`src/hdl/tsr_pkg.sv`:
```
`timescale 1ns / 1ps

package tsr_pkg;

  localparam int COORD_BITS = 12;
  localparam int RAW_W      = 16;
  localparam int PANEL_W    = 13;
  localparam int ROT_W      = 2;
  localparam int DATA_W     = 32;
  localparam int ADDR_W     = 5;
  localparam int PROD_W     = RAW_W + PANEL_W + 1;
  localparam int QUOT_W     = PANEL_W;
  localparam int CNT_W      = $clog2(QUOT_W + 1);
  localparam int SIG_W      = RAW_W + 2;

  localparam logic [RAW_W-1:0]   RAW_WIDTH_RST     = RAW_W'(800);
  localparam logic [RAW_W-1:0]   RAW_HEIGHT_RST    = RAW_W'(480);
  localparam logic [PANEL_W-1:0] PANEL_WIDTH_RST   = PANEL_W'(800);
  localparam logic [PANEL_W-1:0] PANEL_HEIGHT_RST  = PANEL_W'(480);
  localparam logic [PANEL_W-1:0] SCREEN_WIDTH_RST  = PANEL_W'(800);
  localparam logic [PANEL_W-1:0] SCREEN_HEIGHT_RST = PANEL_W'(480);

  typedef enum logic [2:0] {
    REG_RAW_WIDTH,
    REG_RAW_HEIGHT,
    REG_PANEL_WIDTH,
    REG_PANEL_HEIGHT,
    REG_SCREEN_WIDTH,
    REG_SCREEN_HEIGHT,
    REG_ROTATION
  } reg_idx_t;

  typedef enum logic [ROT_W-1:0] {
    ROT_0,
    ROT_90,
    ROT_180,
    ROT_270
  } rot_t;

  typedef enum logic [2:0] {
    ST_IDLE,
    ST_CLAMP,
    ST_MUL,
    ST_DIV_START,
    ST_DIV_WAIT,
    ST_ROTATE,
    ST_DELIVER
  } state_t;

  typedef struct packed {
    logic              touched;
    logic signed [RAW_W-1:0] raw_x;
    logic signed [RAW_W-1:0] raw_y;
  } tsr_in_t;

  typedef struct packed {
    logic                  press_state;
    logic [COORD_BITS-1:0] point_x;
    logic [COORD_BITS-1:0] point_y;
  } tsr_out_t;

  typedef struct packed {
    logic [RAW_W-1:0]   raw_width;
    logic [RAW_W-1:0]   raw_height;
    logic [PANEL_W-1:0] panel_width;
    logic [PANEL_W-1:0] panel_height;
    logic [PANEL_W-1:0] screen_width;
    logic [PANEL_W-1:0] screen_height;
    rot_t               rotation;
  } tsr_cfg_t;

  typedef struct packed {
    logic              start;
    logic [PROD_W-1:0] dividend;
    logic [RAW_W-1:0]  divisor;
  } tsr_div_req_t;

  typedef struct packed {
    logic              done;
    logic [QUOT_W-1:0] quotient;
  } tsr_div_rsp_t;

endpackage

```
`src/hdl/tsr_regs.sv`:
```
`timescale 1ns / 1ps

module tsr_regs import tsr_pkg::*; (
  input  logic              clk,
  input  logic              rst,
  input  logic              psel,
  input  logic              penable,
  input  logic              pwrite,
  input  logic [ADDR_W-1:0] paddr,
  input  logic [DATA_W-1:0] pwdata,
  output logic [DATA_W-1:0] prdata,
  output logic              pready,
  output tsr_cfg_t          cfg
);

  reg_idx_t idx;
  logic     wr;

  assign idx    = reg_idx_t'(paddr[ADDR_W-1:2]);
  assign pready = 1'b1;
  assign wr     = psel && penable && pwrite;

  always_ff @(posedge clk) begin
    if (rst) begin
      cfg.raw_width     <= RAW_WIDTH_RST;
      cfg.raw_height    <= RAW_HEIGHT_RST;
      cfg.panel_width   <= PANEL_WIDTH_RST;
      cfg.panel_height  <= PANEL_HEIGHT_RST;
      cfg.screen_width  <= SCREEN_WIDTH_RST;
      cfg.screen_height <= SCREEN_HEIGHT_RST;
      cfg.rotation      <= ROT_0;
    end else if (wr) begin
      case (idx)
        REG_RAW_WIDTH:     cfg.raw_width     <= pwdata[RAW_W-1:0];
        REG_RAW_HEIGHT:    cfg.raw_height    <= pwdata[RAW_W-1:0];
        REG_PANEL_WIDTH:   cfg.panel_width   <= pwdata[PANEL_W-1:0];
        REG_PANEL_HEIGHT:  cfg.panel_height  <= pwdata[PANEL_W-1:0];
        REG_SCREEN_WIDTH:  cfg.screen_width  <= pwdata[PANEL_W-1:0];
        REG_SCREEN_HEIGHT: cfg.screen_height <= pwdata[PANEL_W-1:0];
        REG_ROTATION:      cfg.rotation      <= rot_t'(pwdata[ROT_W-1:0]);
        default: ;
      endcase
    end
  end

  always_comb begin
    case (idx)
      REG_RAW_WIDTH:     prdata = DATA_W'(cfg.raw_width);
      REG_RAW_HEIGHT:    prdata = DATA_W'(cfg.raw_height);
      REG_PANEL_WIDTH:   prdata = DATA_W'(cfg.panel_width);
      REG_PANEL_HEIGHT:  prdata = DATA_W'(cfg.panel_height);
      REG_SCREEN_WIDTH:  prdata = DATA_W'(cfg.screen_width);
      REG_SCREEN_HEIGHT: prdata = DATA_W'(cfg.screen_height);
      REG_ROTATION:      prdata = DATA_W'(cfg.rotation);
      default:           prdata = '0;
    endcase
  end

endmodule

```
`src/hdl/tsr_div.sv`:
```
`timescale 1ns / 1ps

// restoring divider, one quotient bit a cycle; quotient known to fit QUOT_W bits
module tsr_div import tsr_pkg::*; (
  input  logic         clk,
  input  logic         rst,
  input  tsr_div_req_t req,
  output tsr_div_rsp_t rsp
);

  logic [RAW_W-1:0]  rem;
  logic [QUOT_W-1:0] q;
  logic [CNT_W-1:0]  cnt;
  logic              busy;
  logic              done;
  logic [RAW_W:0]    trial;
  logic [RAW_W:0]    diff;
  logic              ge;

  assign trial = {rem, q[QUOT_W-1]};
  assign diff  = trial - {1'b0, req.divisor};
  assign ge    = trial >= {1'b0, req.divisor};

  always_ff @(posedge clk) begin
    if (rst) begin
      busy <= 1'b0;
      done <= 1'b0;
      cnt  <= '0;
    end else begin
      done <= 1'b0;
      if (req.start) begin
        busy <= 1'b1;
        cnt  <= CNT_W'(QUOT_W);
      end else if (busy) begin
        cnt <= cnt - 1'b1;
        if (cnt == CNT_W'(1)) begin
          busy <= 1'b0;
          done <= 1'b1;
        end
      end
    end
  end

  always_ff @(posedge clk) begin
    if (req.start) begin
      rem <= req.dividend[PROD_W-2:QUOT_W];
      q   <= req.dividend[QUOT_W-1:0];
    end else if (busy) begin
      rem <= ge ? diff[RAW_W-1:0] : trial[RAW_W-1:0];
      q   <= {q[QUOT_W-2:0], ge};
    end
  end

  assign rsp.done     = done;
  assign rsp.quotient = q;

endmodule

```
`src/hdl/tsr_seq.sv`:
```
`timescale 1ns / 1ps

module tsr_seq import tsr_pkg::*; (
  input  logic     clk,
  input  logic     rst,
  input  tsr_cfg_t cfg,
  input  logic     sample_valid,
  output logic     sample_ready,
  input  tsr_in_t  sample,
  input  logic     out_free,
  output logic     out_load,
  output tsr_out_t out_word
);

  state_t state;
  state_t state_next;

  tsr_in_t               smp;
  logic                  axis;
  logic [RAW_W-1:0]      u_r;
  logic [PROD_W-1:0]     prod_r;
  logic [RAW_W-1:0]      px_r;
  logic [RAW_W-1:0]      py_r;
  logic [COORD_BITS-1:0] held_x;
  logic [COORD_BITS-1:0] held_y;

  logic signed [RAW_W-1:0] v_sel;
  logic [RAW_W-1:0]        raw_sel;
  logic [PANEL_W-1:0]      phys_sel;
  logic [RAW_W-1:0]        raw_m1;
  logic [RAW_W-1:0]        u;
  logic                    raw_big;
  logic                    rescale;
  logic [SIG_W-1:0]        x_rot;
  logic [SIG_W-1:0]        y_rot;
  logic [SIG_W-1:0]        px_s;
  logic [SIG_W-1:0]        py_s;
  logic [SIG_W-1:0]        wm1;
  logic [SIG_W-1:0]        hm1;

  tsr_div_req_t div_req;
  tsr_div_rsp_t div_rsp;

  function automatic logic [COORD_BITS-1:0] fit(input logic [SIG_W-1:0] v,
                                                input logic [PANEL_W-1:0] ext);
    logic [PANEL_W-1:0]    hi_e;
    logic [COORD_BITS-1:0] hi;
    logic [COORD_BITS-1:0] res;
    hi_e = (ext == '0) ? '0 : ext - 1'b1;
    if (hi_e > PANEL_W'({COORD_BITS{1'b1}}))
      hi = '1;
    else
      hi = hi_e[COORD_BITS-1:0];
    if (v[SIG_W-1])
      res = '0;
    else if (v > SIG_W'(hi))
      res = hi;
    else
      res = v[COORD_BITS-1:0];
    return res;
  endfunction

  // axis select and clamp
  assign v_sel    = axis ? smp.raw_y : smp.raw_x;
  assign raw_sel  = axis ? cfg.raw_height : cfg.raw_width;
  assign phys_sel = axis ? cfg.panel_height : cfg.panel_width;
  assign raw_m1   = raw_sel - 1'b1;
  assign raw_big  = raw_sel > RAW_W'(1);

  always_comb begin
    if (v_sel[RAW_W-1])
      u = '0;
    else
      u = {1'b0, v_sel[RAW_W-2:0]};
    if (raw_big && (u >= raw_sel))
      u = raw_m1;
  end

  assign rescale = raw_big && (phys_sel > PANEL_W'(1)) &&
                   (raw_sel != RAW_W'(phys_sel));

  assign div_req.start    = (state == ST_DIV_START);
  assign div_req.dividend = prod_r + PROD_W'(raw_m1 >> 1);
  assign div_req.divisor  = raw_m1;

  tsr_div u_div (
    .clk (clk),
    .rst (rst),
    .req (div_req),
    .rsp (div_rsp)
  );

  // rotation, two's complement in SIG_W bits
  assign px_s = SIG_W'(px_r);
  assign py_s = SIG_W'(py_r);
  assign wm1  = SIG_W'(cfg.panel_width) - 1'b1;
  assign hm1  = SIG_W'(cfg.panel_height) - 1'b1;

  always_comb begin
    case (cfg.rotation)
      ROT_90: begin
        x_rot = py_s;
        y_rot = wm1 - px_s;
      end
      ROT_180: begin
        x_rot = wm1 - px_s;
        y_rot = hm1 - py_s;
      end
      ROT_270: begin
        x_rot = hm1 - py_s;
        y_rot = px_s;
      end
      default: begin
        x_rot = px_s;
        y_rot = py_s;
      end
    endcase
  end

  always_ff @(posedge clk) begin
    if (rst)
      state <= ST_IDLE;
    else
      state <= state_next;
  end

  always_comb begin
    state_next   = state;
    sample_ready = 1'b0;
    out_load     = 1'b0;
    case (state)
      ST_IDLE: begin
        sample_ready = 1'b1;
        if (sample_valid)
          state_next = sample.touched ? ST_CLAMP : ST_DELIVER;
      end
      ST_CLAMP: begin
        if (rescale)
          state_next = ST_MUL;
        else if (axis)
          state_next = ST_ROTATE;
      end
      ST_MUL:       state_next = ST_DIV_START;
      ST_DIV_START: state_next = ST_DIV_WAIT;
      ST_DIV_WAIT: begin
        if (div_rsp.done)
          state_next = axis ? ST_ROTATE : ST_CLAMP;
      end
      ST_ROTATE:    state_next = ST_DELIVER;
      ST_DELIVER: begin
        if (out_free) begin
          out_load   = 1'b1;
          state_next = ST_IDLE;
        end
      end
      default:      state_next = ST_IDLE;
    endcase
  end

  always_ff @(posedge clk) begin
    if (rst) begin
      held_x <= '0;
      held_y <= '0;
      axis   <= 1'b0;
    end else begin
      case (state)
        ST_IDLE: begin
          axis <= 1'b0;
        end
        ST_CLAMP: begin
          if (!rescale && !axis)
            axis <= 1'b1;
        end
        ST_DIV_WAIT: begin
          if (div_rsp.done && !axis)
            axis <= 1'b1;
        end
        ST_ROTATE: begin
          held_x <= fit(x_rot, cfg.screen_width);
          held_y <= fit(y_rot, cfg.screen_height);
        end
        default: ;
      endcase
    end
  end

  always_ff @(posedge clk) begin
    if (state == ST_IDLE && sample_valid)
      smp <= sample;
    if (state == ST_CLAMP) begin
      u_r <= u;
      if (!rescale) begin
        if (axis)
          py_r <= u;
        else
          px_r <= u;
      end
    end
    if (state == ST_MUL)
      prod_r <= PROD_W'(u_r) * PROD_W'(phys_sel - 1'b1);
    if (state == ST_DIV_WAIT && div_rsp.done) begin
      if (axis)
        py_r <= RAW_W'(div_rsp.quotient);
      else
        px_r <= RAW_W'(div_rsp.quotient);
    end
  end

  assign out_word.press_state = smp.touched;
  assign out_word.point_x     = held_x;
  assign out_word.point_y     = held_y;

endmodule

```
`src/hdl/touch_point_scale_rotate.sv`:
```
`timescale 1ns / 1ps

// Channel   Dir  Handshake                      Word
// sample    in   sample_valid / sample_ready    tsr_in_t  (touched, raw_x, raw_y)
// result    out  result_valid / result_ready    tsr_out_t (press_state, point_x, point_y)
// config    in   APB psel/penable/pwrite/pready registers at 4*i
//
// A press runs from accept to result through, per axis, a clamp and, when the axis is
// rescaled, a multiply and a 13-step shared restoring divider (both axes in turn through
// the one divider), then rotate and deliver. A release goes straight to deliver. One
// sample in flight; sample_ready is high only when idle. A stalled result holds the
// sequencer in deliver, so the next sample waits. Synchronous reset restores register
// defaults and clears the held point.

module touch_point_scale_rotate import tsr_pkg::*; (
  input  logic              clk,
  input  logic              rst,
  input  logic              sample_valid,
  output logic              sample_ready,
  input  tsr_in_t           sample,
  output logic              result_valid,
  input  logic              result_ready,
  output tsr_out_t          result,
  input  logic              psel,
  input  logic              penable,
  input  logic              pwrite,
  input  logic [ADDR_W-1:0] paddr,
  input  logic [DATA_W-1:0] pwdata,
  output logic [DATA_W-1:0] prdata,
  output logic              pready
);

  tsr_cfg_t cfg;
  logic     out_free;
  logic     out_load;
  tsr_out_t out_word;
  logic     result_valid_next;

  tsr_regs u_regs (
    .clk     (clk),
    .rst     (rst),
    .psel    (psel),
    .penable (penable),
    .pwrite  (pwrite),
    .paddr   (paddr),
    .pwdata  (pwdata),
    .prdata  (prdata),
    .pready  (pready),
    .cfg     (cfg)
  );

  tsr_seq u_seq (
    .clk          (clk),
    .rst          (rst),
    .cfg          (cfg),
    .sample_valid (sample_valid),
    .sample_ready (sample_ready),
    .sample       (sample),
    .out_free     (out_free),
    .out_load     (out_load),
    .out_word     (out_word)
  );

  assign out_free = !result_valid || result_ready;

  always_comb begin
    result_valid_next = result_valid;
    if (result_valid && result_ready)
      result_valid_next = 1'b0;
    if (out_load)
      result_valid_next = 1'b1;
  end

  always_ff @(posedge clk) begin
    if (rst)
      result_valid <= 1'b0;
    else
      result_valid <= result_valid_next;
  end

  always_ff @(posedge clk) begin
    if (out_load)
      result <= out_word;
  end

endmodule
```
`config.mk`:
```
export PLATFORM = sky130hd
export DESIGN_NAME = touch_point_scale_rotate
export DESIGN_NICKNAME = d
export VERILOG_FILES = /design/src/hdl/tsr_pkg.sv /design/src/hdl/tsr_regs.sv /design/src/hdl/tsr_div.sv /design/src/hdl/tsr_seq.sv /design/src/hdl/touch_point_scale_rotate.sv
export SDC_FILE = /design/constraint.sdc
export NUM_CORES = 1
export LEC_CHECK = 0
export BUFFER_PORTS_ARGS = -buffer_cell sky130_fd_sc_hd__buf_4
export CAP_MARGIN = 30
export CORE_MARGIN = 2
export CORE_UTILIZATION = 53
export CTS_BUF_LIST = sky130_fd_sc_hd__clkbuf_4 sky130_fd_sc_hd__clkbuf_8 sky130_fd_sc_hd__clkbuf_16
export CTS_CLUSTER_DIAMETER = 200
export DETAILED_ROUTE_END_ITERATION = 6
export PLACE_DENSITY_LB_ADDON = 0.05
export SLEW_MARGIN = 20
export SYNTH_ARGS = -nofsm -noshare
export SYNTH_HDL_FRONTEND = slang
export SYNTH_SLANG_ARGS = --single-unit
```
`constraint.sdc`:
```
create_clock -name clk -period 21.3 [get_ports clk]
set_input_delay 1.065 -clock clk [delete_from_list [all_inputs] [get_ports clk]]
set_output_delay 1.065 -clock clk [all_outputs]
set_load 0.03 [all_outputs]
```
---- After elaboration in Yosys (flattened, before gate mapping) ----
Index checks and enable logic that the tools add are counted.
word-level totals
  memory bits (read-only) ................. 0
  input port bits ......................... 77
  bits in writable memories ............... 0
  bits in latches ......................... 0
  logic and storage cells ................. 161
  memories kept ........................... 0
  bits in registers ....................... 285
cells by class
  shift operators ......................... 0
  multiply operators ...................... 1
  magnitude comparators ................... 8
  bitwise gates (word level) .............. 1
  equal/unequal tests ..................... 23
  muxes and demuxes ....................... 57
  reduce and logical (&&, ||, !) cells .... 32
  divide/modulo/power cells ............... 0
  $add $sub $neg .......................... 11
operator list
  cell                                                                    count
  16-bit 2-to-1 mux                                                       16
  12-bit 2-to-1 mux                                                       10
  16-bit case mux with 7 select lines                                     1
  18-bit case mux with 3 select lines                                     2
  13-bit 2-to-1 mux                                                       5
  13-bit by 1-bit subtractor with 14-bit output, second input constant    3
  18-bit by 12-bit > comparator with 1-bit output                         2
  18-bit by 16-bit subtractor with 18-bit output                          2
  16-bit by 30-bit multiplier with 29-bit output                          1
  29-bit by 15-bit adder with 29-bit output                               1
  13-bit by 12-bit > comparator with 1-bit output, second input constant  2
  13-bit zero test                                                        2
  13-bit by 1-bit subtractor with 13-bit output, second input constant    2
  3-bit 2-to-1 mux                                                        7
  3-bit case mux with 7 select lines                                      1
  3-bit == test, second input constant                                    6
  17-bit by 16-bit >= comparator with 1-bit output                        1
  15-bit by 16-bit >= comparator with 1-bit output                        1
  16-bit by 1-bit > comparator with 1-bit output, second input constant   1
  16-bit by 13-bit inequality test with 1-bit output                      1
  16-bit by 1-bit subtractor with 16-bit output, second input constant    1
  16-bit subtractor                                                       1
  15-bit 2-to-1 mux                                                       1
  2-bit AND reduction                                                     7
  24 further kinds                                                        56

---- Logic depth before layout (Yosys ltp) ----
  depth after elaboration ................. 10
  mapped depth ............................ 34
  gate-level depth less buffers ........... 32

---- Hierarchy ----
From an unflattened synthesis, not the netlist that was laid out.
unflattened totals
  cells, all modules ...................... 3012
  area, all modules ....................... 27345.0 sq um
by module, submodules not included
  module                    cells each  times used  sequential area each (sq um)  area an instance (sq um)
  tsr_seq                   2258        1           3633.5                        19543.7
  tsr_regs                  447         1           1721.7                        4271.6
  tsr_div                   278         1           991.0                         2732.6
  touch_point_scale_rotate  29          1           770.7                         797.0

---- Worst setup path after synthesis ----
No wires, ideal clock.
  path type ............................... reg2reg
  start ................................... register u_seq.axis
  end ..................................... register u_seq.prod_r[28], data pin
  stages on the path, launching flop included .. 30
  library setup time ...................... 0.260 ns
  arrival time ............................ 7.743 ns
  path buffers ............................ 4
  period minus slack after synthesis ...... 8.003 ns
  setup slack ............................. 13.297 ns
  cells stage by stage .................... dfxtp_1 > buf_2 > mux2i_1 > clkbuf_1 > clkbuf_1 > ha_1 > nand3_1 > nor2_1 > xnor2_1 > clkbuf_1 > nand2_1 > fa_1 > fa_1 > inv_1 > fa_1 > inv_1 > fa_1 > inv_1 > fa_1 > fa_1 > ha_1 > a21o_1 > a2111oi_0 > nor3_1 > o21ai_0 > o21ai_0 > or4_1 > a31o_2 > a21oi_1 > xnor2_1
on the way
  longest elaborated chain between the ends .. 3
ends and longest elaborated chain
  item                                            line            text
  start, declared                                 tsr_seq.sv:19   logic axis;
  start signal, assigned                          tsr_seq.sv:164  axis <= 1'b0;
  start signal, assigned                          tsr_seq.sv:168  axis <= 1'b0;
  start signal, assigned                          tsr_seq.sv:172  axis <= 1'b1;
  13-bit 2-to-1 mux                               tsr_seq.sv:66   assign phys_sel = axis ? cfg.panel_height : cfg.panel_width;
  13-bit by 1-bit subtractor with 14-bit output   tsr_seq.sv:200  prod_r <= PROD_W'(u_r) * PROD_W'(phys_sel - 1'b1);
  16-bit by 30-bit multiplier with 29-bit output  tsr_seq.sv:200
  end signal, assigned                            tsr_seq.sv:200
  end, declared                                   tsr_seq.sv:21   logic [PROD_W-1:0] prod_r;
Every way passes these cells.
A chain may end at the register's enable or synchronous reset.

---- Worst setup path in the final report ----
Same ends and word-level chain as after synthesis.

==> results.json <==
{
  "setup_viol": 0,
  "r2r_end": "u_seq.prod_r[28]",
  "grt_pass1_wl_um": 122000,
  "synth_ff_type": "dfxtp_1",
  "cts_hold_buffers": 0,
  "finalCritPeriodShare_pct": 44.2,
  "yosysWarnings": 0,
  "root_buffer": "clkbuf_16",
  "routabilityCongestion": 0.919,
  "min_to": "result[7]",
  "crit_fanout": 53,
  "maxSlewViolCount": 0,
  "nets": 3609,
  "cts_tree": "yes",
  "num_antenna_cells": 0,
  "setup_tns_ns": 0,
  "clock-sinks": 285,
  "synth_area_sq_um": 27400,
  "die_w_um": 231,
  "detail_route.vias_per_cell": 5.74,
  "worst_pin_slew_ns": 1.04,
  "fmax_ghz": 0.106,
  "synth_edf_count": 138,
  "slew_headroom_pct": 29.8,
  "async_flop_share_pct": 0,
  "start_util_pct": 53.5,
  "postRouteAntennaNets": 0,
  "drt-total-wl_um": 78500,
  "fin_skew_ns": 0.0299,
  "portBuffers": 101,
  "core_sq_um": 51200,
  "yosysSeqAreaShare_pct": 25.9,
  "worstSetupEndpointType": "flop",
  "ys_ff_latch": 285,
  "clock_latency_ns": 0.57,
  "cts_buffer_depth": 3,
  "cp_common_cell": "fa_1",
  "r2r_cells": 29,
  "dpl.hpwl_um": 61400,
  "r2r_slack_ns": 11.88,
  "wl_per_cell_um": 20.5,
  "worstSetupPathType": "reg -> reg",
  "h-tree-depth": 2,
  "maxCapViolCount": 0,
  "syn_avg_cell_area_sq_um": 8.86,
  "drt-pass1-iter-count": 6,
  "arrival_ns": 9.68,
  "pin_count": 137,
  "synthCells": 3091,
  "min_path_type": "reg -> reg",
  "drive_above_1_share_pct": 8.98,
  "first_iter_violations": 1633,
  "hp-start": "u_seq.held_y[7]",
  "drc": 0,
  "cts_buffers": 36,
  "grt_max_degree": 98,
  "grt_antenna_before_repair": 3,
  "cts_setup_buffers": 0,
  "period_minus_slack_ns": 9.42,
  "hold_depth": 0,
  "grt_setup_unrepaired": "false",
  "cts_resized": 0,
  "grtUsageTotal_pct": 29.5,
  "grt_pass1_vias": 21300,
  "hold_viol": 0,
  "cp_slowest_stage_delay_ns": 0.76,
  "dieArea_sq_um": 53500,
  "vias": 22000,
  "path_clk_slew_ns": 0.06,
  "syn2layout_area_growth_pct": 9.22,
  "overflow": 0,
  "ys_types": 75,
  "r2r_start": "u_seq.axis",
  "crit_slowest_cell": "o21ai_2",
  "outcome": "finished, final reports clean",
  "die-height_um": 231,
  "required_ns": 21.57,
  "worst_setup_path_start_kind": "flop",
  "rows": 83
}
[cells in the mapped netlist, drive strengths merged (8+ instances only)]
master  count  area, sq um
nand2     464         1740
inv       378         1420
fa        232         4640
a21oi     184          921
ha        178         2230
dfxtp     147         2940
nor2      143          537
edfxtp    138         4140
o21ai     124          621
clkbuf    116          435
mux2i     114         1140
xnor2     113          990
and2      106          663
xor2       73          639
nor3       58          313
buf        41          246
nand3      36          180
a21o       34          255
nand2b     32          200
mux2       31          349
nor2b      31          194
nand3b     26          195
o21a       21          158
nand4      19          119
or2        19          119
o211ai     18          135
nor4       17          121
a31oi      16          100
a211oi     15          113
o311ai     15          139
and3       13         81.3
mux4       12          270
o22ai       9         56.3
or4         9         67.6
o21bai      8         60.1
o31ai       8         60.1
or3         8         50.1
[cells in the final DEF, fill, tap and decap left out, drive strengths merged, types with 106 or more instances in the layout]
master    n
a21oi   184
and2    106
buf     134
dfxtp   147
edfxtp  138
fa      232
ha      178
inv     381
mux2i   114
nand2   464
nor2    143
o21ai   124
xnor2   113
[layer usage]
layer / GRT usage [%] / wire length [um]
met1: 43.3 / 35600
met2: 45.5 / 35100
met3: 5.59 / 6540
met4: 6.03 / 1210
met5: 0 / 0
[worst max-delay path: cells and delay by family, from the launching register on]
kind | cells | cell delay, ns
buffers and inverters | 4 | 0.39
xor gates and xnor gates | 2 | 0.23
and+or+nand+nor | 9 | 2.06
AOI/OAI and AO/OA | 7 | 2.58
DFF | 1 | 0.42
adders and majority gates | 7 | 3.41
[per-stage QoR]
stage	setup WS (ns)	hold slack (ns)	area [sq um]	std cells	utilization (%)
floorplan	13.30	0.400	27500	3106	-
global placement	11.46	0.416	28700	3757	56.0
detailed placement	11.35	0.416	28700	3760	56.0
CTS	11.33	0.430	29900	3826	58.3
global route	11.17	0.438	29900	3830	58.5
finish	11.88	0.429	29900	3830	58.5
[state kept, by name (all words and copies together) (netlist names), 12 cells and up, named ones only]
register	flops
u_seq.px_r	13
result	25
u_seq.py_r	13
u_seq.u_r	16
u_seq.u_div.q	13
u_seq.held_x	12
u_seq.prod_r	29
u_seq.held_y	12
u_seq.smp	32
u_regs.cfg	86
u_seq.u_div.rem	16
[area by class of cell]
| type | count | area [sq um] |
|---|---|---|
| fill | 4602 | 21300 |
| multi-input combinational | 2286 | 18300 |
| tap | 680 | 851 |
| clock inverter | 23 | 176 |
| clock buffer | 43 | 988 |
| inverter | 378 | 1420 |
| sequential | 285 | 7090 |
| timing repair buffer | 135 | 1060 |
[kinds of logic (layout without fill, tap and decap cells)]
kind of cell,count (synthesis),in the layout,share of synthesized area (%)
flip-flops,285,285,25.9
adder cells (fa/ha/maj),410,410,25.1
AO/OA/AOI/OAI,523,523,11.9
XOR/XNOR,186,186,5.95
other,2,17,0.0274
multiplexers,157,157,6.42
AND/OR/NAND/NOR,993,993,17.1
buffers and inverters,535,579,7.67
[worst max path at each step]
stage | start | end | slack (ns) | cells after the start
after detailed placement | u_seq.axis | u_seq.prod_r[28] | 11.35 | 28
after CTS | u_seq.axis | u_seq.prod_r[28] | 11.33 | 28
final | u_seq.axis | u_seq.prod_r[28] | 11.88 | 29
after floorplan | u_seq.axis | u_seq.prod_r[28] | 13.30 | 29
after global routing | u_seq.axis | u_seq.prod_r[28] | 11.17 | 29
after global placement | u_seq.axis | u_seq.prod_r[28] | 11.46 | 28
Power is not shown: default switching activity piles up to over one toggle a cycle in this logic, so the estimate is an artifact.
